**src/hdl/mlfq_pkg.sv**
```systemverilog
`timescale 1ns / 1ps
package mlfq_pkg;

    localparam int SLOT_W       = 5;
    localparam int QW           = 16;
    localparam int CFG_W        = 16;
    localparam int NUM_SLOTS_D  = 32;
    localparam int NUM_LEVELS_D = 5;

    localparam logic [QW-1:0] QBASE_RST  = 16'd16;
    localparam logic [QW-1:0] BOOST_RST  = 16'd100;

    typedef enum logic [1:0] {
        OP_TICK   = 2'd0,
        OP_ADD    = 2'd1,
        OP_REMOVE = 2'd2,
        OP_BLOCK  = 2'd3
    } t_op;

    typedef enum logic {
        CFG_QBASE = 1'b0,
        CFG_BOOST = 1'b1
    } t_cfg_idx;

endpackage

```
**src/hdl/mlfq_ram.sv**
```systemverilog
`timescale 1ns / 1ps
module mlfq_ram #(
    parameter int DEPTH = mlfq_pkg::NUM_SLOTS_D,
    parameter int WIDTH = mlfq_pkg::SLOT_W
) (
    input  logic                     i_clk,
    input  logic                     i_we,
    input  logic [$clog2(DEPTH)-1:0] i_waddr,
    input  logic [WIDTH-1:0]         i_wdata,
    input  logic [$clog2(DEPTH)-1:0] i_raddr,
    output logic [WIDTH-1:0]         o_rdata
);

    logic [WIDTH-1:0] r_mem [DEPTH];
    logic [WIDTH-1:0] r_rdata;

    always_ff @(posedge i_clk) begin
        if (i_we) begin
            r_mem[i_waddr] <= i_wdata;
        end
        r_rdata <= r_mem[i_raddr];
    end

    assign o_rdata = r_rdata;

endmodule

```
**src/hdl/mlfq_scheduler.sv**
```systemverilog
// channel   direction  handshake                    word
// command   in         start high, busy low         i_opcode, i_slot, i_is_system
// result    out        o_result_valid, one cycle    o_running_slot, o_quantum_left,
//                                                   o_switched, o_status
// config    in         i_cfg_valid and o_cfg_ready  i_cfg_index, i_cfg_data
//
// add, block: done in the execute state; remove: execute, then an unlink state.
// tick: execute, tick, then select and pop unless the running slot keeps its turn;
// a boost first moves each higher level into level 0 via the next-link memory walk.
// synchronous active-low reset clears queues, counters, state; not command/walk regs.
// the result strobe cannot be stalled; busy stays high until the result cycle ends.
`timescale 1ns / 1ps
module mlfq_scheduler #(
    parameter int NUM_SLOTS  = mlfq_pkg::NUM_SLOTS_D,
    parameter int NUM_LEVELS = mlfq_pkg::NUM_LEVELS_D
) (
    input  logic                        i_clk,
    input  logic                        i_rst_n,
    input  logic                        start,
    output logic                        busy,
    input  logic [1:0]                  i_opcode,
    input  logic [mlfq_pkg::SLOT_W-1:0] i_slot,
    input  logic                        i_is_system,
    output logic                        o_result_valid,
    output logic [mlfq_pkg::SLOT_W-1:0] o_running_slot,
    output logic [mlfq_pkg::QW-1:0]     o_quantum_left,
    output logic                        o_switched,
    output logic                        o_status,
    input  logic                        i_cfg_valid,
    output logic                        o_cfg_ready,
    input  logic                        i_cfg_index,
    input  logic [mlfq_pkg::CFG_W-1:0]  i_cfg_data
);

    localparam int SW = $clog2(NUM_SLOTS);
    localparam int LW = $clog2(NUM_LEVELS);
    localparam int CW = $clog2(NUM_SLOTS + 1);
    localparam int PW = mlfq_pkg::SLOT_W;
    localparam int QW = mlfq_pkg::QW;
    localparam logic [PW:0]   SLOT_LIM = (PW+1)'(NUM_SLOTS);
    localparam logic [LW-1:0] LVL_MAX  = LW'(NUM_LEVELS - 1);
    localparam logic [LW:0]   LVL_END  = (LW+1)'(NUM_LEVELS);

    typedef enum logic [2:0] {
        S_IDLE, S_EXEC, S_RM, S_BST, S_WALK, S_TICK, S_SEL, S_POP
    } t_state;

    t_state r_state, n_state;
    logic   r_done, n_done;

    logic [1:0]    r_op;
    logic [PW-1:0] r_s;
    logic          r_sys;
    logic [SW-1:0] r_before;
    logic          r_status, n_status;

    logic [SW-1:0] r_head [NUM_LEVELS];
    logic [SW-1:0] n_head [NUM_LEVELS];
    logic [SW-1:0] r_tail [NUM_LEVELS];
    logic [SW-1:0] n_tail [NUM_LEVELS];
    logic [CW-1:0] r_cnt  [NUM_LEVELS];
    logic [CW-1:0] n_cnt  [NUM_LEVELS];
    logic [NUM_SLOTS-1:0] r_queued, n_queued;
    logic [31:0]   r_tick, n_tick, r_last, n_last;
    logic [SW-1:0] r_cur, n_cur;
    logic [LW-1:0] r_clvl, n_clvl;
    logic [QW-1:0] r_q, n_q;
    logic          r_blk, n_blk;
    logic [QW-1:0] r_qbase, r_bint;

    logic [LW:0]   r_blv, n_blv;
    logic [SW-1:0] r_wa, n_wa, r_pw, n_pw;
    logic [CW-1:0] r_k, n_k;
    logic [LW-1:0] r_hi, n_hi;

    logic          nx_we, pl_we;
    logic [SW-1:0] nx_waddr, nx_wdata, nx_raddr, nx_rdata;
    logic [SW-1:0] pl_waddr, pl_raddr;
    logic [LW+SW-1:0] pl_wdata, pl_rdata;

    mlfq_ram #(.DEPTH(NUM_SLOTS), .WIDTH(SW)) u_next (
        .i_clk   (i_clk),
        .i_we    (nx_we),
        .i_waddr (nx_waddr),
        .i_wdata (nx_wdata),
        .i_raddr (nx_raddr),
        .o_rdata (nx_rdata)
    );

    mlfq_ram #(.DEPTH(NUM_SLOTS), .WIDTH(LW+SW)) u_prev_lvl (
        .i_clk   (i_clk),
        .i_we    (pl_we),
        .i_waddr (pl_waddr),
        .i_wdata (pl_wdata),
        .i_raddr (pl_raddr),
        .o_rdata (pl_rdata)
    );

    logic          s_valid;
    logic [SW-1:0] s_idx;
    logic          hi_any;
    logic [LW-1:0] hi_lvl;
    logic [LW-1:0] rm_lvl;
    logic [SW-1:0] rm_prev;
    logic [QW-1:0] q_dec;
    logic [31:0]   tick_inc;
    logic          push_en;
    logic [LW-1:0] push_lv;
    logic [SW-1:0] push_s;
    logic [LW-1:0] blv_i;

    assign s_idx   = r_s[SW-1:0];
    assign s_valid = (r_s != '0) && ({1'b0, r_s} < SLOT_LIM);
    assign rm_prev = pl_rdata[SW-1:0];
    assign rm_lvl  = (32'(pl_rdata[LW+SW-1:SW]) < NUM_LEVELS) ? pl_rdata[LW+SW-1:SW] : LVL_MAX;
    assign q_dec   = r_q - 1'b1;
    assign tick_inc = r_tick + 32'd1;
    assign blv_i   = r_blv[LW-1:0];

    always_comb begin
        hi_any = 1'b0;
        hi_lvl = '0;
        for (int i = NUM_LEVELS - 1; i >= 0; i--) begin
            if (r_cnt[i] != '0) begin
                hi_any = 1'b1;
                hi_lvl = LW'(i);
            end
        end
    end

    always_comb begin
        n_state  = r_state;
        n_done   = 1'b0;
        n_status = r_status;
        n_head   = r_head;
        n_tail   = r_tail;
        n_cnt    = r_cnt;
        n_queued = r_queued;
        n_tick   = r_tick;
        n_last   = r_last;
        n_cur    = r_cur;
        n_clvl   = r_clvl;
        n_q      = r_q;
        n_blk    = r_blk;
        n_blv    = r_blv;
        n_wa     = r_wa;
        n_pw     = r_pw;
        n_k      = r_k;
        n_hi     = r_hi;
        nx_we    = 1'b0;
        nx_waddr = '0;
        nx_wdata = '0;
        nx_raddr = s_idx;
        pl_we    = 1'b0;
        pl_waddr = '0;
        pl_wdata = '0;
        pl_raddr = s_idx;
        push_en  = 1'b0;
        push_lv  = '0;
        push_s   = '0;

        case (r_state)
            S_IDLE: begin
                if (start && !r_done) begin
                    n_state  = S_EXEC;
                    n_status = 1'b0;
                end
            end
            S_EXEC: begin
                case (mlfq_pkg::t_op'(r_op))
                    mlfq_pkg::OP_ADD: begin
                        if (!s_valid || r_queued[s_idx] || s_idx == r_cur) begin
                            n_status = 1'b1;
                        end else begin
                            push_en = 1'b1;
                            push_lv = r_sys ? LW'(0) : LW'(1);
                            push_s  = s_idx;
                        end
                        n_state = S_IDLE;
                        n_done  = 1'b1;
                    end
                    mlfq_pkg::OP_REMOVE: begin
                        if (!s_valid || !r_queued[s_idx]) begin
                            n_status = 1'b1;
                            n_state  = S_IDLE;
                            n_done   = 1'b1;
                        end else begin
                            n_state = S_RM;
                        end
                    end
                    mlfq_pkg::OP_BLOCK: begin
                        if (!s_valid || s_idx != r_cur) begin
                            n_status = 1'b1;
                        end else begin
                            n_q   = '0;
                            n_blk = 1'b1;
                        end
                        n_state = S_IDLE;
                        n_done  = 1'b1;
                    end
                    default: begin
                        n_tick = tick_inc;
                        if ((tick_inc - r_last) >= {16'd0, r_bint}) begin
                            n_last  = tick_inc;
                            n_blv   = (LW+1)'(1);
                            n_state = S_BST;
                        end else begin
                            n_state = S_TICK;
                        end
                    end
                endcase
            end
            S_RM: begin
                if (r_head[rm_lvl] == s_idx) begin
                    n_head[rm_lvl] = nx_rdata;
                end else begin
                    nx_we    = 1'b1;
                    nx_waddr = rm_prev;
                    nx_wdata = nx_rdata;
                end
                if (r_tail[rm_lvl] == s_idx) begin
                    n_tail[rm_lvl] = rm_prev;
                end else begin
                    pl_we    = 1'b1;
                    pl_waddr = nx_rdata;
                    pl_wdata = {rm_lvl, rm_prev};
                end
                if (r_cnt[rm_lvl] != '0) begin
                    n_cnt[rm_lvl] = r_cnt[rm_lvl] - 1'b1;
                end
                n_queued[s_idx] = 1'b0;
                n_state = S_IDLE;
                n_done  = 1'b1;
            end
            S_BST: begin
                if (r_blv == LVL_END) begin
                    n_state = S_TICK;
                end else if (r_cnt[blv_i] == '0) begin
                    n_blv = r_blv + 1'b1;
                end else begin
                    if (r_cnt[0] != '0) begin
                        nx_we    = 1'b1;
                        nx_waddr = r_tail[0];
                        nx_wdata = r_head[blv_i];
                    end else begin
                        n_head[0] = r_head[blv_i];
                    end
                    n_tail[0]     = r_tail[blv_i];
                    n_cnt[0]      = r_cnt[0] + r_cnt[blv_i];
                    n_cnt[blv_i]  = '0;
                    n_wa          = r_head[blv_i];
                    n_pw          = r_tail[0];
                    n_k           = r_cnt[blv_i];
                    nx_raddr      = r_head[blv_i];
                    n_state       = S_WALK;
                end
            end
            S_WALK: begin
                pl_we    = 1'b1;
                pl_waddr = r_wa;
                pl_wdata = {LW'(0), r_pw};
                n_pw     = r_wa;
                n_wa     = nx_rdata;
                nx_raddr = nx_rdata;
                n_k      = r_k - 1'b1;
                if (r_k == CW'(1)) begin
                    n_blv   = r_blv + 1'b1;
                    n_state = S_BST;
                end
            end
            S_TICK: begin
                n_blk   = 1'b0;
                n_state = S_SEL;
                if (r_cur != '0 && !r_blk) begin
                    if (r_q != '0) begin
                        n_q = q_dec;
                    end
                    if (r_q != '0 && q_dec != '0 && (!hi_any || hi_lvl >= r_clvl)) begin
                        n_state = S_IDLE;
                        n_done  = 1'b1;
                    end else begin
                        push_en = 1'b1;
                        push_lv = (r_clvl == LVL_MAX) ? r_clvl : r_clvl + 1'b1;
                        push_s  = r_cur;
                    end
                end
            end
            S_SEL: begin
                if (!hi_any) begin
                    n_cur   = '0;
                    n_q     = '0;
                    n_state = S_IDLE;
                    n_done  = 1'b1;
                end else begin
                    nx_raddr = r_head[hi_lvl];
                    n_hi     = hi_lvl;
                    n_state  = S_POP;
                end
            end
            S_POP: begin
                n_cnt[r_hi] = r_cnt[r_hi] - 1'b1;
                if (r_cnt[r_hi] != CW'(1)) begin
                    n_head[r_hi] = nx_rdata;
                end
                n_queued[r_head[r_hi]] = 1'b0;
                n_cur   = r_head[r_hi];
                n_clvl  = r_hi;
                n_q     = r_qbase >> r_hi;
                n_state = S_IDLE;
                n_done  = 1'b1;
            end
            default: begin
                n_state = S_IDLE;
            end
        endcase

        if (push_en) begin
            if (r_cnt[push_lv] != '0) begin
                nx_we    = 1'b1;
                nx_waddr = r_tail[push_lv];
                nx_wdata = push_s;
            end else begin
                n_head[push_lv] = push_s;
            end
            pl_we    = 1'b1;
            pl_waddr = push_s;
            pl_wdata = {push_lv, r_tail[push_lv]};
            n_tail[push_lv]  = push_s;
            n_cnt[push_lv]   = r_cnt[push_lv] + 1'b1;
            n_queued[push_s] = 1'b1;
        end
    end

    always_ff @(posedge i_clk) begin
        if (!i_rst_n) begin
            r_state  <= S_IDLE;
            r_done   <= 1'b0;
            r_status <= 1'b0;
            r_queued <= '0;
            r_tick   <= '0;
            r_last   <= '0;
            r_cur    <= '0;
            r_clvl   <= '0;
            r_q      <= '0;
            r_blk    <= 1'b0;
            r_blv    <= '0;
            r_k      <= '0;
            r_hi     <= '0;
            for (int i = 0; i < NUM_LEVELS; i++) begin
                r_head[i] <= '0;
                r_tail[i] <= '0;
                r_cnt[i]  <= '0;
            end
        end else begin
            r_state  <= n_state;
            r_done   <= n_done;
            r_status <= n_status;
            r_head   <= n_head;
            r_tail   <= n_tail;
            r_cnt    <= n_cnt;
            r_queued <= n_queued;
            r_tick   <= n_tick;
            r_last   <= n_last;
            r_cur    <= n_cur;
            r_clvl   <= n_clvl;
            r_q      <= n_q;
            r_blk    <= n_blk;
            r_blv    <= n_blv;
            r_k      <= n_k;
            r_hi     <= n_hi;
        end
    end

    always_ff @(posedge i_clk) begin
        r_wa <= n_wa;
        r_pw <= n_pw;
        if (start && !busy) begin
            r_op     <= i_opcode;
            r_s      <= i_slot;
            r_sys    <= i_is_system;
            r_before <= r_cur;
        end
    end

    always_ff @(posedge i_clk) begin
        if (!i_rst_n) begin
            r_qbase <= mlfq_pkg::QBASE_RST;
            r_bint  <= mlfq_pkg::BOOST_RST;
        end else if (i_cfg_valid) begin
            case (mlfq_pkg::t_cfg_idx'(i_cfg_index))
                mlfq_pkg::CFG_QBASE: r_qbase <= i_cfg_data;
                mlfq_pkg::CFG_BOOST: r_bint  <= i_cfg_data;
                default: r_bint <= r_bint;
            endcase
        end
    end

    assign busy           = (r_state != S_IDLE) || r_done;
    assign o_cfg_ready    = 1'b1;
    assign o_result_valid = r_done;
    assign o_running_slot = PW'(r_cur);
    assign o_quantum_left = r_q;
    assign o_switched     = (r_cur != r_before);
    assign o_status       = r_status;

`ifndef SYNTHESIS
    a_idle_zero_q: assert property (@(posedge i_clk) disable iff (!i_rst_n)
        (o_result_valid && o_running_slot == '0) |-> o_quantum_left == '0)
        else $error("idle slot with quantum left");

    a_switch_ok: assert property (@(posedge i_clk) disable iff (!i_rst_n)
        (o_result_valid && o_switched) |-> !o_status)
        else $error("switch on ignored item");

    a_one_result: assert property (@(posedge i_clk) disable iff (!i_rst_n)
        o_result_valid |=> !o_result_valid)
        else $error("result strobe longer than one cycle");

    a_accept_busy: assert property (@(posedge i_clk) disable iff (!i_rst_n)
        (start && !busy) |=> (busy && !o_result_valid))
        else $error("accepted word not held busy");
`endif

endmodule
```
**config.mk**
```make
export PLATFORM = sky130hd
export DESIGN_NAME = mlfq_scheduler
export DESIGN_NICKNAME = d
export VERILOG_FILES = /design/src/hdl/mlfq_pkg.sv /design/src/hdl/mlfq_ram.sv /design/src/hdl/mlfq_scheduler.sv
export SDC_FILE = /design/constraint.sdc
export NUM_CORES = 2
export LEC_CHECK = 0
export ABC_AREA = 1
export BUFFER_PORTS_ARGS = -buffer_cell sky130_fd_sc_hd__buf_4
export CAP_MARGIN = 20
export CORE_ASPECT_RATIO = 0.9
export CORE_MARGIN = 4
export CORE_UTILIZATION = 40
export DETAILED_ROUTE_END_ITERATION = 10
export GPL_TIMING_DRIVEN = 0
export PLACE_DENSITY = 0.67
export SETUP_SLACK_MARGIN = 0.1
export SYNTH_ARGS = -nofsm -noshare
export SYNTH_HDL_FRONTEND = slang
export SYNTH_SLANG_ARGS = --single-unit
export TNS_END_PERCENT = 50
```
**constraint.sdc**
```tcl
create_clock -name i_clk -period 6.4 [get_ports i_clk]
set_input_delay 0.32 -clock i_clk [delete_from_list [all_inputs] [get_ports i_clk]]
set_output_delay 0.32 -clock i_clk [all_outputs]
set_load 0.02 [all_outputs]
```
==> flow_summary.yaml <==
floorplanning:
  rows: 106
  dieArea_mm2: 0.09950
  effective_utilization_at_floorplan: 0.4049
  io-pin-count: 55
  die_width_um: 332.1
  floorplan.die.height_um: 299.7
  core_area_mm2: 0.09337
global_routing:
  groute.usage.overall: 0.2823
  grt-ovfl-total: 0
  grt_antenna_before_repair: 0
  number_of_global_route_vias_before_repair: 32990
  grt_start_max_net_pins: 33
  grt_pass1_wl_mm: 213.5
sta:
  report.final.slew_viol_count: 0
  setup-tns-final_ps: 0
  setup_violations: 0
  final_hold_viol_count: 0
  setup_ws_ps: 302.4
  skew_ps: 38.44
  worstMarginPinSlew_ps: 1290
  rsz0062_at_grt: "true"
  timing.max_slew.rel_slack: 0.1397
  highest_clock_rate_mhz: 164.0
  layout_worst_path_cycle_share: 0.9528
  period_needed_ps: 6098
drt:
  detail_route.vias_per_cell: 5.900
  routed_wirelength_mm: 145.6
  final_antenna_net_count: 0
  drt_drc_violations_left: 0
  drt-wirelength-per-cell_um: 24.21
  drt-initial-drc-count: 4506
  route.vias.total: 35500
  number_of_detailed_route_iterations_in_the_first_pass: 6
clocking:
  ctsRootBufferMaster: "sky130_fd_sc_hd__clkbuf_16"
  cts.htree.levels: 3
  cts-buffers-inserted: 77
  cts_buffer_depth: 3
  clock_sinks: 703
  tritoncts: "built"
  worst_setup_hold_path_clk_slew_ps: 60
  clock_latency_ps: 660
logic_synthesis:
  synthCells: 4539
  synth.net_count: 4639
  yosys_register_bits: 703
  synth_area_mm2: 0.03781
  avgSynthCellArea_um2: 8.329
  synth_area_leaders: "sky130_fd_sc_hd__edfxtp_1 (35%), sky130_fd_sc_hd__dfxtp_1 (14%), sky130_fd_sc_hd__nand2_1 (7.5%)"
  synth_top_area_frac: 0.3487
  count_of_different_cell_masters_after_synthesis: 66
  synthArstFlopShare: 0
  synth_seq_area_share: 0.4885
  synth_commonest_cells: "sky130_fd_sc_hd__nand2_1 (755), sky130_fd_sc_hd__inv_1 (506), sky130_fd_sc_hd__edfxtp_1 (439), sky130_fd_sc_hd__a21oi_1 (430), sky130_fd_sc_hd__o21ai_0 (426)"
  yosys.cell_count.top_type: "sky130_fd_sc_hd__nand2_1"
  netlist.top_cell.by_area: "sky130_fd_sc_hd__edfxtp_1"
  yosysWarnings: 0
  ys_dominant_reg_cell: "sky130_fd_sc_hd__edfxtp_1"
  synth_enable_flop_cells: 439
worst_hold_path:
  hold_path.startpoint: "i_cfg_data[3]"
  worstHoldPathType: "in2reg"
pwr:
  leakage_power_summed_over_all_cells_nw: 16.14
  cellPowerDensity_mw_per_mm2: 288.0
  vdd.ir_drop.worst_mv: 0.2119
placed_design:
  dp_worst_setup_slack_ps: -148.2
  place.detailed.hpwl_mm: 107.6
  numPortBuffers: 53
  placed_cell_area_mm2: 0.04027
  gp_congestion: 1.026
  placedCellCount: 5850
setup_path:
  crit_path_start: "r_cnt[15]"
  worst-endpoint-arrival_ps: 6370
  worstSetupStartpointType: "flip-flop"
  worstSetupPathType: "reg2reg"
  regToRegSetupSlack_ps: 300
  endpoint_kind: "flip-flop"
  crit_required_ps: 6670
  critPathMaxFanout: 10
  worstReg2RegStart: "r_cnt[15]"
finish:
  register_area_mm2: 0.01847
  area.growth.synth_to_final_pct: 14.94
  finalNetCount: 4814
  final_design_area_no_fill_mm2: 0.04345
  multi_input_comb_area_mm2: 0.01692
  nFillCells: 9113
  stdcell_count: 6016
  drive_above_1_share: 0.07794
  finish.utilization: 0.4654
job:
  cap_violations: 0
status:
  run_status: "finished, final reports clean"
## sequential cells by signal, indices dropped and copies added, names as in the netlist, 6 cells and up
register,count
r_qbase,16
r_tick,32
r_tail,25
r_queued,32
r_k,6
u_prev_lvl.r_mem,256
r_head,25
r_last,32
o_quantum_left,16
r_cnt,30
u_next.r_mem,160
r_bint,16
u_prev_lvl.o_rdata,8
## worst paths after layout
| path | end | cells past startpoint |
|---|---|---|
| setup / recovery | u_prev_lvl.r_mem[2][0] | 23 |
| hold / removal | r_bint[3] | 3 |
| setup reg to reg | u_prev_lvl.r_mem[2][0] | 23 |
| hold reg to reg | r_queued[0] | 2 |
## critical path: stages, from the launching register on
cell                       delay (ps)
sky130_fd_sc_hd__dfxtp_1          290
sky130_fd_sc_hd__clkbuf_2         260
sky130_fd_sc_hd__nor2_1           150
sky130_fd_sc_hd__nand2_1           60
sky130_fd_sc_hd__nor2_1           180
sky130_fd_sc_hd__o21ai_0          130
sky130_fd_sc_hd__a21oi_1          210
sky130_fd_sc_hd__inv_1             90
sky130_fd_sc_hd__clkbuf_2         260
sky130_fd_sc_hd__ha_1             340
sky130_fd_sc_hd__inv_1             30
sky130_fd_sc_hd__nand2_1           60
sky130_fd_sc_hd__o21ai_0           70
sky130_fd_sc_hd__inv_1             50
sky130_fd_sc_hd__nand2_1           60
sky130_fd_sc_hd__a21oi_2          190
sky130_fd_sc_hd__o21ai_4          120
sky130_fd_sc_hd__nand2_1          280
sky130_fd_sc_hd__nand2_1          450
sky130_fd_sc_hd__inv_2            470
sky130_fd_sc_hd__nor2_1           190
sky130_fd_sc_hd__a31oi_1          450
sky130_fd_sc_hd__nand2_1          480
sky130_fd_sc_hd__nor2_1           780
## kinds of logic after synthesis
family / synth area share
compound gates: 0.2104
flops: 0.4885
xor+xnor: 0.01714
other cells: 0.00009919
simple gates: 0.1820
fa+ha+maj: 0.02390
buf+inv: 0.07715
mux: 0.0007943
## power breakdown
part,internal [mW],switching [mW]
combinational,0.816,2.01
sequential,4.91,0.130
clock,2.71,1.94
## routing by layer
metal / up-vias / track usage / part of all wire
met5: - / 0 / 0
met4: 0 / 0.1318 / 0.055
met3: 429 / 0.06148 / 0.11
met2: 2064 / 0.4258 / 0.43
met1: 16750 / 0.3880 / 0.41
li1: 16250 / - / -
## final cells by class
type / count / area share
Inverter: 547 / 0.04737
Clock inverter: 35 / 0.01045
Buffer: 208 / 0.01995
Antenna cell: 1 / 0.00005759
Tap cell: 1242 / 0.03576
Sequential cell: 703 / 0.4250
Timing Repair Buffer: 98 / 0.02306
Multi-Input combinational cell: 3079 / 0.3894
Clock buffer: 103 / 0.04895
## through the flow
step	power, mW	hold WS (ps)
final	12.52	45.08
after global routing	12.99	37.26
after CTS	12.45	5.978
after detailed placement	7.829	439.5
after global placement	7.786	442.6
after floorplan	6.862	417.0
## repair_timing
action | 4_1_cts | 5_1_grt
pin swaps | 0 | 1
hold buffers | 23 | 0
gates resized for setup | 24 | 70
endpoints found under the hold margin | 36 | 0
buffers inserted | 0 | 1
endpoints found under the setup margin | 201 | 539
## placed cells by master (no fill, tap or decap), types with 23 or more instances in the layout
cell type                       instances
sky130_fd_sc_hd__nor2_1               349
sky130_fd_sc_hd__a22oi_1              182
sky130_fd_sc_hd__nand4_1               33
sky130_fd_sc_hd__dlygate4sd3_1         23
sky130_fd_sc_hd__ha_1                  69
sky130_fd_sc_hd__o22ai_1               46
sky130_fd_sc_hd__nand3_1              248
sky130_fd_sc_hd__xor2_1                57
sky130_fd_sc_hd__nor3_1                39
sky130_fd_sc_hd__buf_4                 63
sky130_fd_sc_hd__o221ai_1              27
sky130_fd_sc_hd__inv_1                506
sky130_fd_sc_hd__inv_2                 26
sky130_fd_sc_hd__clkbuf_16             79
sky130_fd_sc_hd__o211ai_1              78
sky130_fd_sc_hd__o21ai_0              422
sky130_fd_sc_hd__edfxtp_1             439
sky130_fd_sc_hd__nor2_4                36
sky130_fd_sc_hd__a31oi_1               29
sky130_fd_sc_hd__a21oi_1              430
sky130_fd_sc_hd__a211oi_1              24
sky130_fd_sc_hd__nand3b_1              35
sky130_fd_sc_hd__nand2_1              752
sky130_fd_sc_hd__clkbuf_1             175
sky130_fd_sc_hd__dfxtp_1              264
No activity file was read; power rests on OpenSTA's default activity.
